<file path="src/hdl/ght_pkg.sv">
// ----------------------------------------------------------------------------
// ght_pkg
// Shared constants, codes and types of the generational handle table.
// ----------------------------------------------------------------------------
`default_nettype none

package ght_pkg;

    // Default capacity and fixed field widths
    localparam int TABLE_SLOTS_DEF = 256;
    localparam int MODE_W          = 2;
    localparam int STATUS_W        = 2;
    localparam int OBJ_W           = 32;
    localparam int GEN_W           = 32;
    localparam int HSLOT_W         = 32;
    localparam int NEW_SLOT_W      = 8;
    localparam int LIVE_COUNT_W    = 9;

    localparam logic [GEN_W-1:0] GEN_MAX  = {GEN_W{1'b1}};
    localparam logic [GEN_W-1:0] GEN_INIT = GEN_W'(1);

    typedef logic [MODE_W-1:0]   mode_t;
    typedef logic [STATUS_W-1:0] status_t;

    // Operation codes
    localparam mode_t MODE_INSERT = 2'd0;
    localparam mode_t MODE_LOOKUP = 2'd1;
    localparam mode_t MODE_REMOVE = 2'd2;

    // Status codes
    localparam status_t ST_OK         = 2'd0;
    localparam status_t ST_BAD_ARG    = 2'd1;
    localparam status_t ST_BAD_HANDLE = 2'd2;
    localparam status_t ST_EXHAUSTED  = 2'd3;

    // Slot contents apart from the free-list link
    typedef struct packed {
        logic [GEN_W-1:0] gen;
        logic             live;
        logic [OBJ_W-1:0] obj;
    } ght_entry_t;

    // Update controls handed from the evaluator to the top level
    typedef struct packed {
        logic wr_en;
        logic head_load;
        logic live_inc;
        logic live_dec;
    } ght_upd_t;

endpackage

`default_nettype wire

</file>
<file path="src/hdl/ght_slot_ram.sv">
// ----------------------------------------------------------------------------
// ght_slot_ram
// Single-port-write, single-port-read synchronous slot memory with registered read data.
// ----------------------------------------------------------------------------
`default_nettype none

module ght_slot_ram #(
    parameter int DEPTH = ght_pkg::TABLE_SLOTS_DEF,
    parameter int WIDTH = 8
) (
    input  wire logic                     clk,
    input  wire logic                     wr_en,
    input  wire logic [$clog2(DEPTH)-1:0] wr_addr,
    input  wire logic [WIDTH-1:0]         wr_data,
    input  wire logic                     rd_en,
    input  wire logic [$clog2(DEPTH)-1:0] rd_addr,
    output logic      [WIDTH-1:0]         rd_data
);

    logic [WIDTH-1:0] mem [DEPTH];

    // Write the updated slot
    always_ff @(posedge clk)
    begin
        if (wr_en)
        begin
            mem[wr_addr] <= wr_data;
        end
    end

    // Register the read data
    always_ff @(posedge clk)
    begin
        if (rd_en)
        begin
            rd_data <= mem[rd_addr];
        end
    end

endmodule

`default_nettype wire

</file>
<file path="config.mk">
export PLATFORM = sky130hd
export DESIGN_NAME = ght_slot_ram
export DESIGN_NICKNAME = d
export VERILOG_FILES = /design/src/hdl/ght_pkg.sv /design/src/hdl/ght_slot_ram.sv
export SDC_FILE = /design/constraint.sdc
export NUM_CORES = 2
export LEC_CHECK = 0
export BUFFER_PORTS_ARGS = -buffer_cell sky130_fd_sc_hd__buf_2
export CORE_UTILIZATION = 35
export DETAILED_ROUTE_END_ITERATION = 8
export HOLD_SLACK_MARGIN = 0.1
export SLEW_MARGIN = 10
export SYNTH_ARGS = -nofsm -noshare
export SYNTH_HDL_FRONTEND = slang
export SYNTH_SLANG_ARGS = --single-unit
</file>
<file path="constraint.sdc">
create_clock -name clk -period 3.65 [get_ports clk]
set_input_delay 0.1825 -clock clk [delete_from_list [all_inputs] [get_ports clk]]
set_output_delay 0.1825 -clock clk [all_outputs]
set_load 0.01 [all_outputs]
</file>
==> impl_metrics.yaml <==
die:
  floorplan.initialDensity_pct: 35.3
  core_sq_um: 226000
  die_w_um: 479
  io_pins: 35
  rows: 174
  die_h_um: 479
  die-area_sq_um: 229000
critical_path:
  crit_slowest_cell: "nor3_1"
  critPathBufInv: 1
  crit_type: "reg -> reg"
  required_ns: 4.22
  path_cells: "mux4_2 > mux4_2 > nor2_1 > a2111oi_0 > nor3_1 > buf_4 > nor4_2"
  cp-end-kind: "flip-flop"
  slowest_delay_ns: 0.74
  arrival_ns: 3.53
  path_delay_family: "multiplexers"
  crit_top_cell: "mux4_2"
  critPathMaxFanout: 1
  rr_worst_depth: 7
  worst_setup_path_start_kind: "flip-flop"
  cp.depth: 7
clocking:
  cts-root-buf: "clkbuf_16"
  clock_latency_ns: 0.85
  cts_tree: "yes"
  cts_buffer_depth: 3
  clk_pin_slew_worst_paths_ns: 0.06
  h-tree-depth: 4
  cts_buffers: 205
  clkSinkCount: 2056
yosys:
  synth_nets: 3760
  yosysSeqAreaShare_pct: 77.5
  yosys_warnings: 0
  synth_fa_ha_area_share_pct: 0
  muxShareOfSynthArea_pct: 14.6
  synth_edf_count: 2056
  netlist_area_sq_um: 79600
  ys_types: 54
  synth-simple-area-share_pct: 2.63
  ys_dominant_reg_cell: "edfxtp_1"
  syn_avg_cell_area_sq_um: 21.3
  async_reset_ff_share_pct: 0
  ys_ff_latch: 2056
  synth_top_family_by_area: "multiplexers"
  synth_cells: 3733
  synth-compound-area-share_pct: 3.42
  synthXorXnorAreaFrac_pct: 0
sta:
  tns_ns: 0
  fmax_mhz: 337
  grt_setup_unrepaired: "false"
  final_hold_viol_count: 0
  finalCritPeriodShare_pct: 81.2
  relSlewSlack_pct: 16.4
  setup_viol_count_final: 0
  finClkSkew_ns: 0.0512
  tightest_slew_ns: 1.25
  finalMaxSlewViolations: 0
  min_period_ns: 2.96
route:
  via_per_inst: 5.45
  routed_wl_um: 203000
  wl_per_cell_um: 28.1
  drc: 0
  final_antenna_net_count: 0
  drt_iter0_drc: 4341
  dr.pass1.iters: 7
  route.vias.total: 39350
placed_design:
  dp_hpwl_um: 127000
  port_buffers: 34
  place_congestion: 0.847
run:
  maxCapViolCount: 0
global_route:
  grt_pass1_wl_um: 292000
  gr-total-overflow: 0
  grt_pass1_vias: 39587
  track_usage_pct: 17.6
  grt_max_degree: 148
  antenna_found_initial: 13
power:
  power-per-cell-area_nw_per_um2: 536
  power.total_mw: 49.2
  p_leak_nw: 28.4
  ir_drop_mv: 0.373
cells_and_area:
  layout_common_cells: "edfxtp_1, mux4_2, nor2_1"
  fin_util_pct: 40.7
  final_common_cell: "edfxtp_1"
  layout-drive-gt1-share_pct: 25.8
  nets: 4078
  area_growth_pct: 15.2
worst_hold_path:
  hold-path-cell-count: 3
  hold_class: "in -> reg"
outcome:
  status: "complete, no violations"
[timing repair]
| action | CTS | global route |
|---|---|---|
| buffers inserted | 0 | 0 |
| gates resized for setup | 0 | 0 |
| endpoints found under the hold margin | 893 | 0 |
| hold buffers | 17 | 0 |
[worst register-to-register path, delay by kind of cell (launching register included)]
| family | cells | cell delay (ns) |
|---|---|---|
| and+or+nand+nor | 3 | 0.96 |
| AOI/OAI and AO/OA | 1 | 0.10 |
| muxes | 2 | 1.02 |
| DFF | 1 | 0.37 |
| buffers and inverters | 1 | 0.25 |
[cell type report]
class / instances / area (sq um)
Antenna cell: 8 / 20.0
Clock buffer: 241 / 5290
Clock inverter: 135 / 1300
Fill cell: 19814 / 134000
Inverter: 2 / 7.51
Multi-Input combinational cell: 1442 / 16500
Sequential cell: 2056 / 61700
Tap cell: 2992 / 3740
Timing Repair Buffer: 344 / 3120
[per-stage QoR]
| step | instances | hold slack [ns] | setup WS (ns) | area, sq um |
|---|---|---|---|---|
| finish | 7220 | 0.167 | 0.685 | 91700 |
| global route | 7217 | 0.150 | 0.710 | 91700 |
| CTS | 7212 | 0.107 | 0.717 | 91700 |
| detailed placement | 6819 | 0.557 | 0.0377 | 84900 |
| global placement | 6819 | 0.557 | -0.0188 | 84900 |
| floorplan | 3733 | 0.281 | 1.39 | 79600 |
[worst paths after layout]
check                                      startpoint                    end  slack (ns)
worst max-delay path            mem[136][0]$_DFFE_PP_   rd_data[0]$_DFFE_PP_        0.69
worst min-delay path                       wr_addr[7]  mem[255][1]$_DFFE_PP_        0.17
worst max register to register  mem[136][0]$_DFFE_PP_   rd_data[0]$_DFFE_PP_        0.69
worst min register to register   mem[32][5]$_DFFE_PP_   rd_data[5]$_DFFE_PP_        1.18
[cell usage after synthesis (2+ instances only)]
cell / number / area, sq um
a2111oi_0: 2 / 17.5
a2111oi_1: 2 / 20.0
a211oi_1: 16 / 120
a21oi_1: 96 / 480
a221oi_1: 13 / 114
a22o_1: 8 / 70.1
a22oi_1: 133 / 998
a311oi_1: 2 / 17.5
a31oi_1: 2 / 12.5
and2_1: 6 / 37.5
and3b_1: 2 / 17.5
buf_1: 22 / 82.6
buf_12: 8 / 160
buf_2: 31 / 155
buf_4: 27 / 203
buf_6: 21 / 236
buf_8: 13 / 195
clkbuf_1: 111 / 417
edfxtp_1: 2056 / 61700
mux2i_1: 134 / 1340
mux4_1: 2 / 52.6
mux4_2: 454 / 10200
nand2_1: 33 / 124
nand2b_1: 8 / 50.1
nand3_1: 34 / 170
nand3b_1: 2 / 15.0
nand4_1: 10 / 62.6
nor2_1: 282 / 1060
nor2b_1: 31 / 194
nor3_1: 22 / 110
nor4_1: 24 / 150
nor4_2: 3 / 37.5
o211ai_1: 10 / 75.1
o21ai_0: 10 / 50.1
o21ai_1: 2 / 10.0
o221ai_1: 46 / 403
o22a_1: 5 / 43.8
o22ai_1: 28 / 175
o32ai_1: 4 / 35.0
or2_2: 4 / 25.0
[per-layer routing]
metal	wire [um]	part of all wire [%]	track usage, %
met5	13	0.0064	0
met4	5090	2.5	5.00
met3	15300	7.5	3.47
met2	98900	49	28.4
met1	83900	41	24.2
[state kept, by name, summed over array words and instances, names as in the netlist]
| name | count |
|---|---|
| mem | 2048 |
| rd_data | 8 |
[logic make-up (layout without fill, tap and decap cells)]
family | Yosys count | count (layout)
other cells | 0 | 8
buf+inv | 235 | 722
flops | 2056 | 2056
compound gates | 385 | 385
mux | 591 | 591
simple gates | 466 | 466
[power by group]
group	internal, mW	switching, mW
sequential	26.0	0.0241
combinational	0.878	1.60
clock	11.5	9.06
total	38.5	10.7
Power figures use the tool's default switching activity.
