<file path="src/hdl/ght_pkg.sv">
// ----------------------------------------------------------------------------
// ght_pkg
// Shared constants, codes and types of the generational handle table.
// ----------------------------------------------------------------------------
`default_nettype none

package ght_pkg;

    // Default capacity and fixed field widths
    localparam int TABLE_SLOTS_DEF = 256;
    localparam int MODE_W          = 2;
    localparam int STATUS_W        = 2;
    localparam int OBJ_W           = 32;
    localparam int GEN_W           = 32;
    localparam int HSLOT_W         = 32;
    localparam int NEW_SLOT_W      = 8;
    localparam int LIVE_COUNT_W    = 9;

    localparam logic [GEN_W-1:0] GEN_MAX  = {GEN_W{1'b1}};
    localparam logic [GEN_W-1:0] GEN_INIT = GEN_W'(1);

    typedef logic [MODE_W-1:0]   mode_t;
    typedef logic [STATUS_W-1:0] status_t;

    // Operation codes
    localparam mode_t MODE_INSERT = 2'd0;
    localparam mode_t MODE_LOOKUP = 2'd1;
    localparam mode_t MODE_REMOVE = 2'd2;

    // Status codes
    localparam status_t ST_OK         = 2'd0;
    localparam status_t ST_BAD_ARG    = 2'd1;
    localparam status_t ST_BAD_HANDLE = 2'd2;
    localparam status_t ST_EXHAUSTED  = 2'd3;

    // Slot contents apart from the free-list link
    typedef struct packed {
        logic [GEN_W-1:0] gen;
        logic             live;
        logic [OBJ_W-1:0] obj;
    } ght_entry_t;

    // Update controls handed from the evaluator to the top level
    typedef struct packed {
        logic wr_en;
        logic head_load;
        logic live_inc;
        logic live_dec;
    } ght_upd_t;

endpackage

`default_nettype wire

</file>
<file path="src/hdl/ght_slot_eval.sv">
// ----------------------------------------------------------------------------
// ght_slot_eval
// Decide the outcome of one request from the slot read back from memory and
// build the modified slot, the new free-list head and the result fields.
// ----------------------------------------------------------------------------
`default_nettype none

module ght_slot_eval #(
    parameter int TABLE_SLOTS = ght_pkg::TABLE_SLOTS_DEF
) (
    input  wire ght_pkg::mode_t                    mode,
    input  wire logic [ght_pkg::OBJ_W-1:0]         obj,
    input  wire logic [ght_pkg::GEN_W-1:0]         hgen,
    input  wire logic                              in_range,
    input  wire logic [$clog2(TABLE_SLOTS)-1:0]    addr,
    input  wire logic [$clog2(TABLE_SLOTS+1)-1:0]  head,
    input  wire logic                              touched,
    input  wire ght_pkg::ght_entry_t               rd_entry,
    input  wire logic [$clog2(TABLE_SLOTS+1)-1:0]  rd_next,
    output ght_pkg::ght_upd_t                      upd,
    output ght_pkg::ght_entry_t                    wr_entry,
    output logic      [$clog2(TABLE_SLOTS+1)-1:0]  wr_next,
    output logic      [$clog2(TABLE_SLOTS+1)-1:0]  new_head,
    output ght_pkg::status_t                       status,
    output logic      [ght_pkg::GEN_W-1:0]         new_gen,
    output logic      [ght_pkg::OBJ_W-1:0]         found
);

    localparam int LW = $clog2(TABLE_SLOTS + 1);

    localparam logic [LW-1:0] LINK_END = LW'(TABLE_SLOTS);

    ght_pkg::ght_entry_t cur;
    logic [LW-1:0]       cur_next;
    logic                handle_ok;
    logic [ght_pkg::GEN_W-1:0] gen_bump;

    // Substitute the reset contents for a slot never handed out
    always_comb
    begin
        if (touched)
        begin
            cur      = rd_entry;
            cur_next = rd_next;
        end
        else
        begin
            cur.gen  = ght_pkg::GEN_INIT;
            cur.live = 1'b0;
            cur.obj  = '0;
            cur_next = LW'(addr) + LW'(1);
        end
    end

    // Check the handle and advance the generation, skipping zero on wrap
    assign handle_ok = in_range && cur.live && (cur.gen == hgen);
    assign gen_bump  = (cur.gen == ght_pkg::GEN_MAX) ? ght_pkg::GEN_INIT
                                                     : cur.gen + ght_pkg::GEN_W'(1);

    // Decide the request
    always_comb
    begin
        upd           = '0;
        wr_entry      = cur;
        wr_next       = cur_next;
        new_head      = head;
        status        = ght_pkg::ST_OK;
        new_gen       = '0;
        found         = '0;
        unique case (mode)
            ght_pkg::MODE_INSERT:
            begin
                if (obj == '0)
                begin
                    status = ght_pkg::ST_BAD_ARG;
                end
                else if (head >= LINK_END)
                begin
                    status = ght_pkg::ST_EXHAUSTED;
                end
                else
                begin
                    upd.wr_en      = 1'b1;
                    upd.head_load  = 1'b1;
                    upd.live_inc   = 1'b1;
                    wr_entry.live  = 1'b1;
                    wr_entry.obj   = obj;
                    wr_next        = LINK_END;
                    new_head       = cur_next;
                    new_gen        = cur.gen;
                end
            end
            ght_pkg::MODE_LOOKUP:
            begin
                if (handle_ok)
                begin
                    found = cur.obj;
                end
                else
                begin
                    status = ght_pkg::ST_BAD_HANDLE;
                end
            end
            ght_pkg::MODE_REMOVE:
            begin
                if (handle_ok)
                begin
                    upd.wr_en      = 1'b1;
                    upd.head_load  = 1'b1;
                    upd.live_dec   = 1'b1;
                    wr_entry.gen   = gen_bump;
                    wr_entry.live  = 1'b0;
                    wr_entry.obj   = '0;
                    wr_next        = head;
                    new_head       = LW'(addr);
                end
                else
                begin
                    status = ght_pkg::ST_BAD_HANDLE;
                end
            end
            default:
            begin
                status = ght_pkg::ST_BAD_ARG;
            end
        endcase
    end

endmodule

`default_nettype wire

</file>
<file path="config.mk">
export PLATFORM = sky130hd
export DESIGN_NAME = ght_slot_eval
export DESIGN_NICKNAME = d
export VERILOG_FILES = /design/src/hdl/ght_pkg.sv /design/src/hdl/ght_slot_eval.sv
export SDC_FILE = /design/constraint.sdc
export NUM_CORES = 1
export LEC_CHECK = 0
export BUFFER_PORTS_ARGS = -buffer_cell sky130_fd_sc_hd__buf_2
export CAP_MARGIN = 20
export CORE_AREA = 2 2 121 123
export DETAILED_ROUTE_END_ITERATION = 10
export DIE_AREA = 0 0 123 125
export GPL_TIMING_DRIVEN = 0
export PLACE_DENSITY = 0.62
export SYNTH_ARGS = -nofsm -noshare
export SYNTH_HDL_FRONTEND = slang
export SYNTH_SLANG_ARGS = --single-unit
</file>
<file path="constraint.sdc">
create_clock -name vclk -period 9.5
set_clock_uncertainty 0.1 [all_clocks]
set_input_delay 0 -clock vclk [all_inputs]
set_output_delay 0 -clock vclk [all_outputs]
set_load 0.1 [all_outputs]
</file>
==> impl_metrics.tcl <==
set metrics [dict create \
    clkbuf_count 0 \
    min_period_ns 5.108 \
    synth_area_mm2 0.003496 \
    dieArea_mm2 0.01538 \
    setup_viol 0 \
    worstMarginPinSlew_ns 0.7371 \
    path_max_fanout 10 \
    synth_top_area_frac 0.1385 \
    critPathKind "input pin to primary output" \
    cp.required_ns 9.40 \
    ys_types 57 \
    synth-compound-area-share 0.2684 \
    drt_first_pass_iters 6 \
    yosysSeqAreaShare 0 \
    layout.nets 1109 \
    layout-drive-gt1-share 0.3514 \
    syn_inst 639 \
    hp-class "input pin to primary output" \
    cp_data_arrival_time_ns 5.01 \
    yosysWarnings 0 \
    fp-row-count 44 \
    fmax_mhz 195.8 \
    synth_mux_area_frac 0.02613 \
    synth_area_leaders "nand2_1, o21ai_0, nor2_1" \
    seqCellArea_um2 0 \
    place.gp.congestion 0.9827 \
    hpwl_um 18460 \
    synth.avg_cell_area_um2 5.471 \
    fin_setup_tns_ns 0 \
    via_per_inst 5.429 \
    grt_pass1_vias 5815 \
    drcViolationCount 0 \
    cp-start-kind "input pin" \
    power_leakage_nw 2.721 \
    yosysTopAreaCell "nand2_1" \
    die_y_um 125 \
    whs_endpoint "found[1]" \
    area_delta_synth_final_pct 50.25 \
    seq_cell_count 0 \
    slew_violations 0 \
    synthSimpleGateAreaFrac 0.5268 \
    yosys-top-cells-count "nand2_1, nor2_1, o21ai_0" \
    worstHoldStart "rd_entry[1]" \
    power_density_mw_per_mm2 79.70 \
    die_w_um 123 \
    crit_path_end_kind "primary output" \
    globalRouteOverflowTotal 0 \
    synthXorXnorAreaFrac 0.07230 \
    synth_most_common_cell "nand2_1" \
    core_mm2 0.01420 \
    status "finished, final reports clean" \
    final.period_utilization 0.5376 \
    slew_headroom 0.5086 \
    nFillCells 1695 \
    ant_nets 0 \
    drv_cap 0 \
    postCtsHoldBufs 0 \
    grt_usage 0.2672 \
    initialDrtViolationCount 476 \
    syn_nets 804 \
    synth_top_family_by_area "simple AND/OR/NAND/NOR gates" \
    power_uw 418.6 \
    start_util 0.2461 \
    drt-wirelength-per-cell_um 19.54 \
    synth_fa_ha_area_frac 0.02147 \
    hold_depth 4 \
    antenna_found_initial 4 \
    peakVddDrop_uv 82.32 \
    wirelength_um 22090 \
    post_cts_buffers 0 \
    port_buffers 303 \
    rsz0062_at_grt "no" \
    post_cts_resized 0 \
    hold_violations 0 \
    num_vias 6135 \
    num_io_pins 312 \
    grt_pass1_wl_um 32400 \
    grt_max_degree 11 \
]
[placed cells by master, fill, tap and decap left out, types with 5 or more instances in the layout]
master / count
or4_1: 5
nand2b_1: 19
o22ai_1: 6
o21ai_0: 58
mux2i_1: 8
nand4b_1: 5
a22oi_1: 11
ha_1: 6
nand4_1: 20
inv_1: 15
a21o_1: 5
nand2_1: 129
and4_1: 8
nor2_1: 71
xnor2_1: 9
clkbuf_1: 40
nor3_1: 13
and3_1: 18
a31o_2: 8
a21oi_1: 29
nor4_1: 15
nand3_1: 51
buf_2: 309
and2_1: 7
xor2_1: 18
a31oi_1: 5
[cell families after synthesis]
family,after synthesis
AO/OA/AOI/OAI,151
XOR/XNOR,28
adder cells (fa/ha/maj),6
buffers and inverters,69
multiplexers,9
AND/OR/NAND/NOR,376
[per-layer routing]
metal  wire length [um]  up-vias  part of all wire  global-route usage
met1               8435     2823              0.38              0.3095
met5                  0        -                 0                   0
met2              11150      351              0.50              0.4992
li1                   -     2919                 -                   -
met3               1870       42             0.085             0.03923
met4                631        0             0.029             0.07553
[worst max path at each step]
| stage | endpoint | startpoint | slack, ns | depth (start not counted) |
|---|---|---|---|---|
| floorplan | wr_entry[57] | touched | 4.32 | 13 |
| global placement | wr_entry[33] | touched | 4.51 | 18 |
| detailed placement | wr_entry[33] | touched | 4.51 | 18 |
| CTS | wr_entry[33] | touched | 4.49 | 18 |
| global route | wr_entry[33] | touched | 4.18 | 18 |
| finish | wr_entry[33] | touched | 4.39 | 18 |
[power by group]
| group | switching (mW) | leakage, nW | total (mW) | internal (mW) |
|---|---|---|---|---|
| Clock | 0 | 0.0000254 | 0.0000000564 | 0.0000000563 |
| Sequential | 0 | 0 | 0 | 0 |
| Combinational | 0.336 | 2.72 | 0.419 | 0.0823 |
[worst max-delay path, stage by stage]
cell and delay [ns]:
buf_4 0.15, buf_4 0.20, buf_4 0.18, clkbuf_1 0.50, clkbuf_1 0.51, clkbuf_1 0.61, nand2_1 0.19, inv_1 0.10
ha_1 0.24, nand3_1 0.11, nor2_1 0.29, and4_1 0.24, clkbuf_1 0.36, nand3_1 0.16, and2_1 0.25, buf_2 0.23
a21oi_1 0.21, buf_2 0.45
[through the flow]
stage	instance area, um2	hold slack (ns)	util	cells	setup WS, ns
floorplan	3496	0.3076	-	639	4.316
global placement	5243	0.3818	0.3691	1126	4.510
detailed placement	5243	0.3853	0.3691	1126	4.508
CTS	5243	0.3868	0.3691	1126	4.488
global route	5250	0.4054	0.3696	1129	4.181
finish	5253	0.3842	0.3698	1130	4.392
[cell type report]
class	count	area (um2)	area share
plain buffers	53	236.5	0.04502
well taps	184	230.2	0.04383
repair buffers	303	1516	0.2887
diodes	4	10.01	0.001906
inverters	16	60.06	0.01143
multi-input cells	570	3199	0.6091
Note: power is estimated with default switching activity, not from simulation.
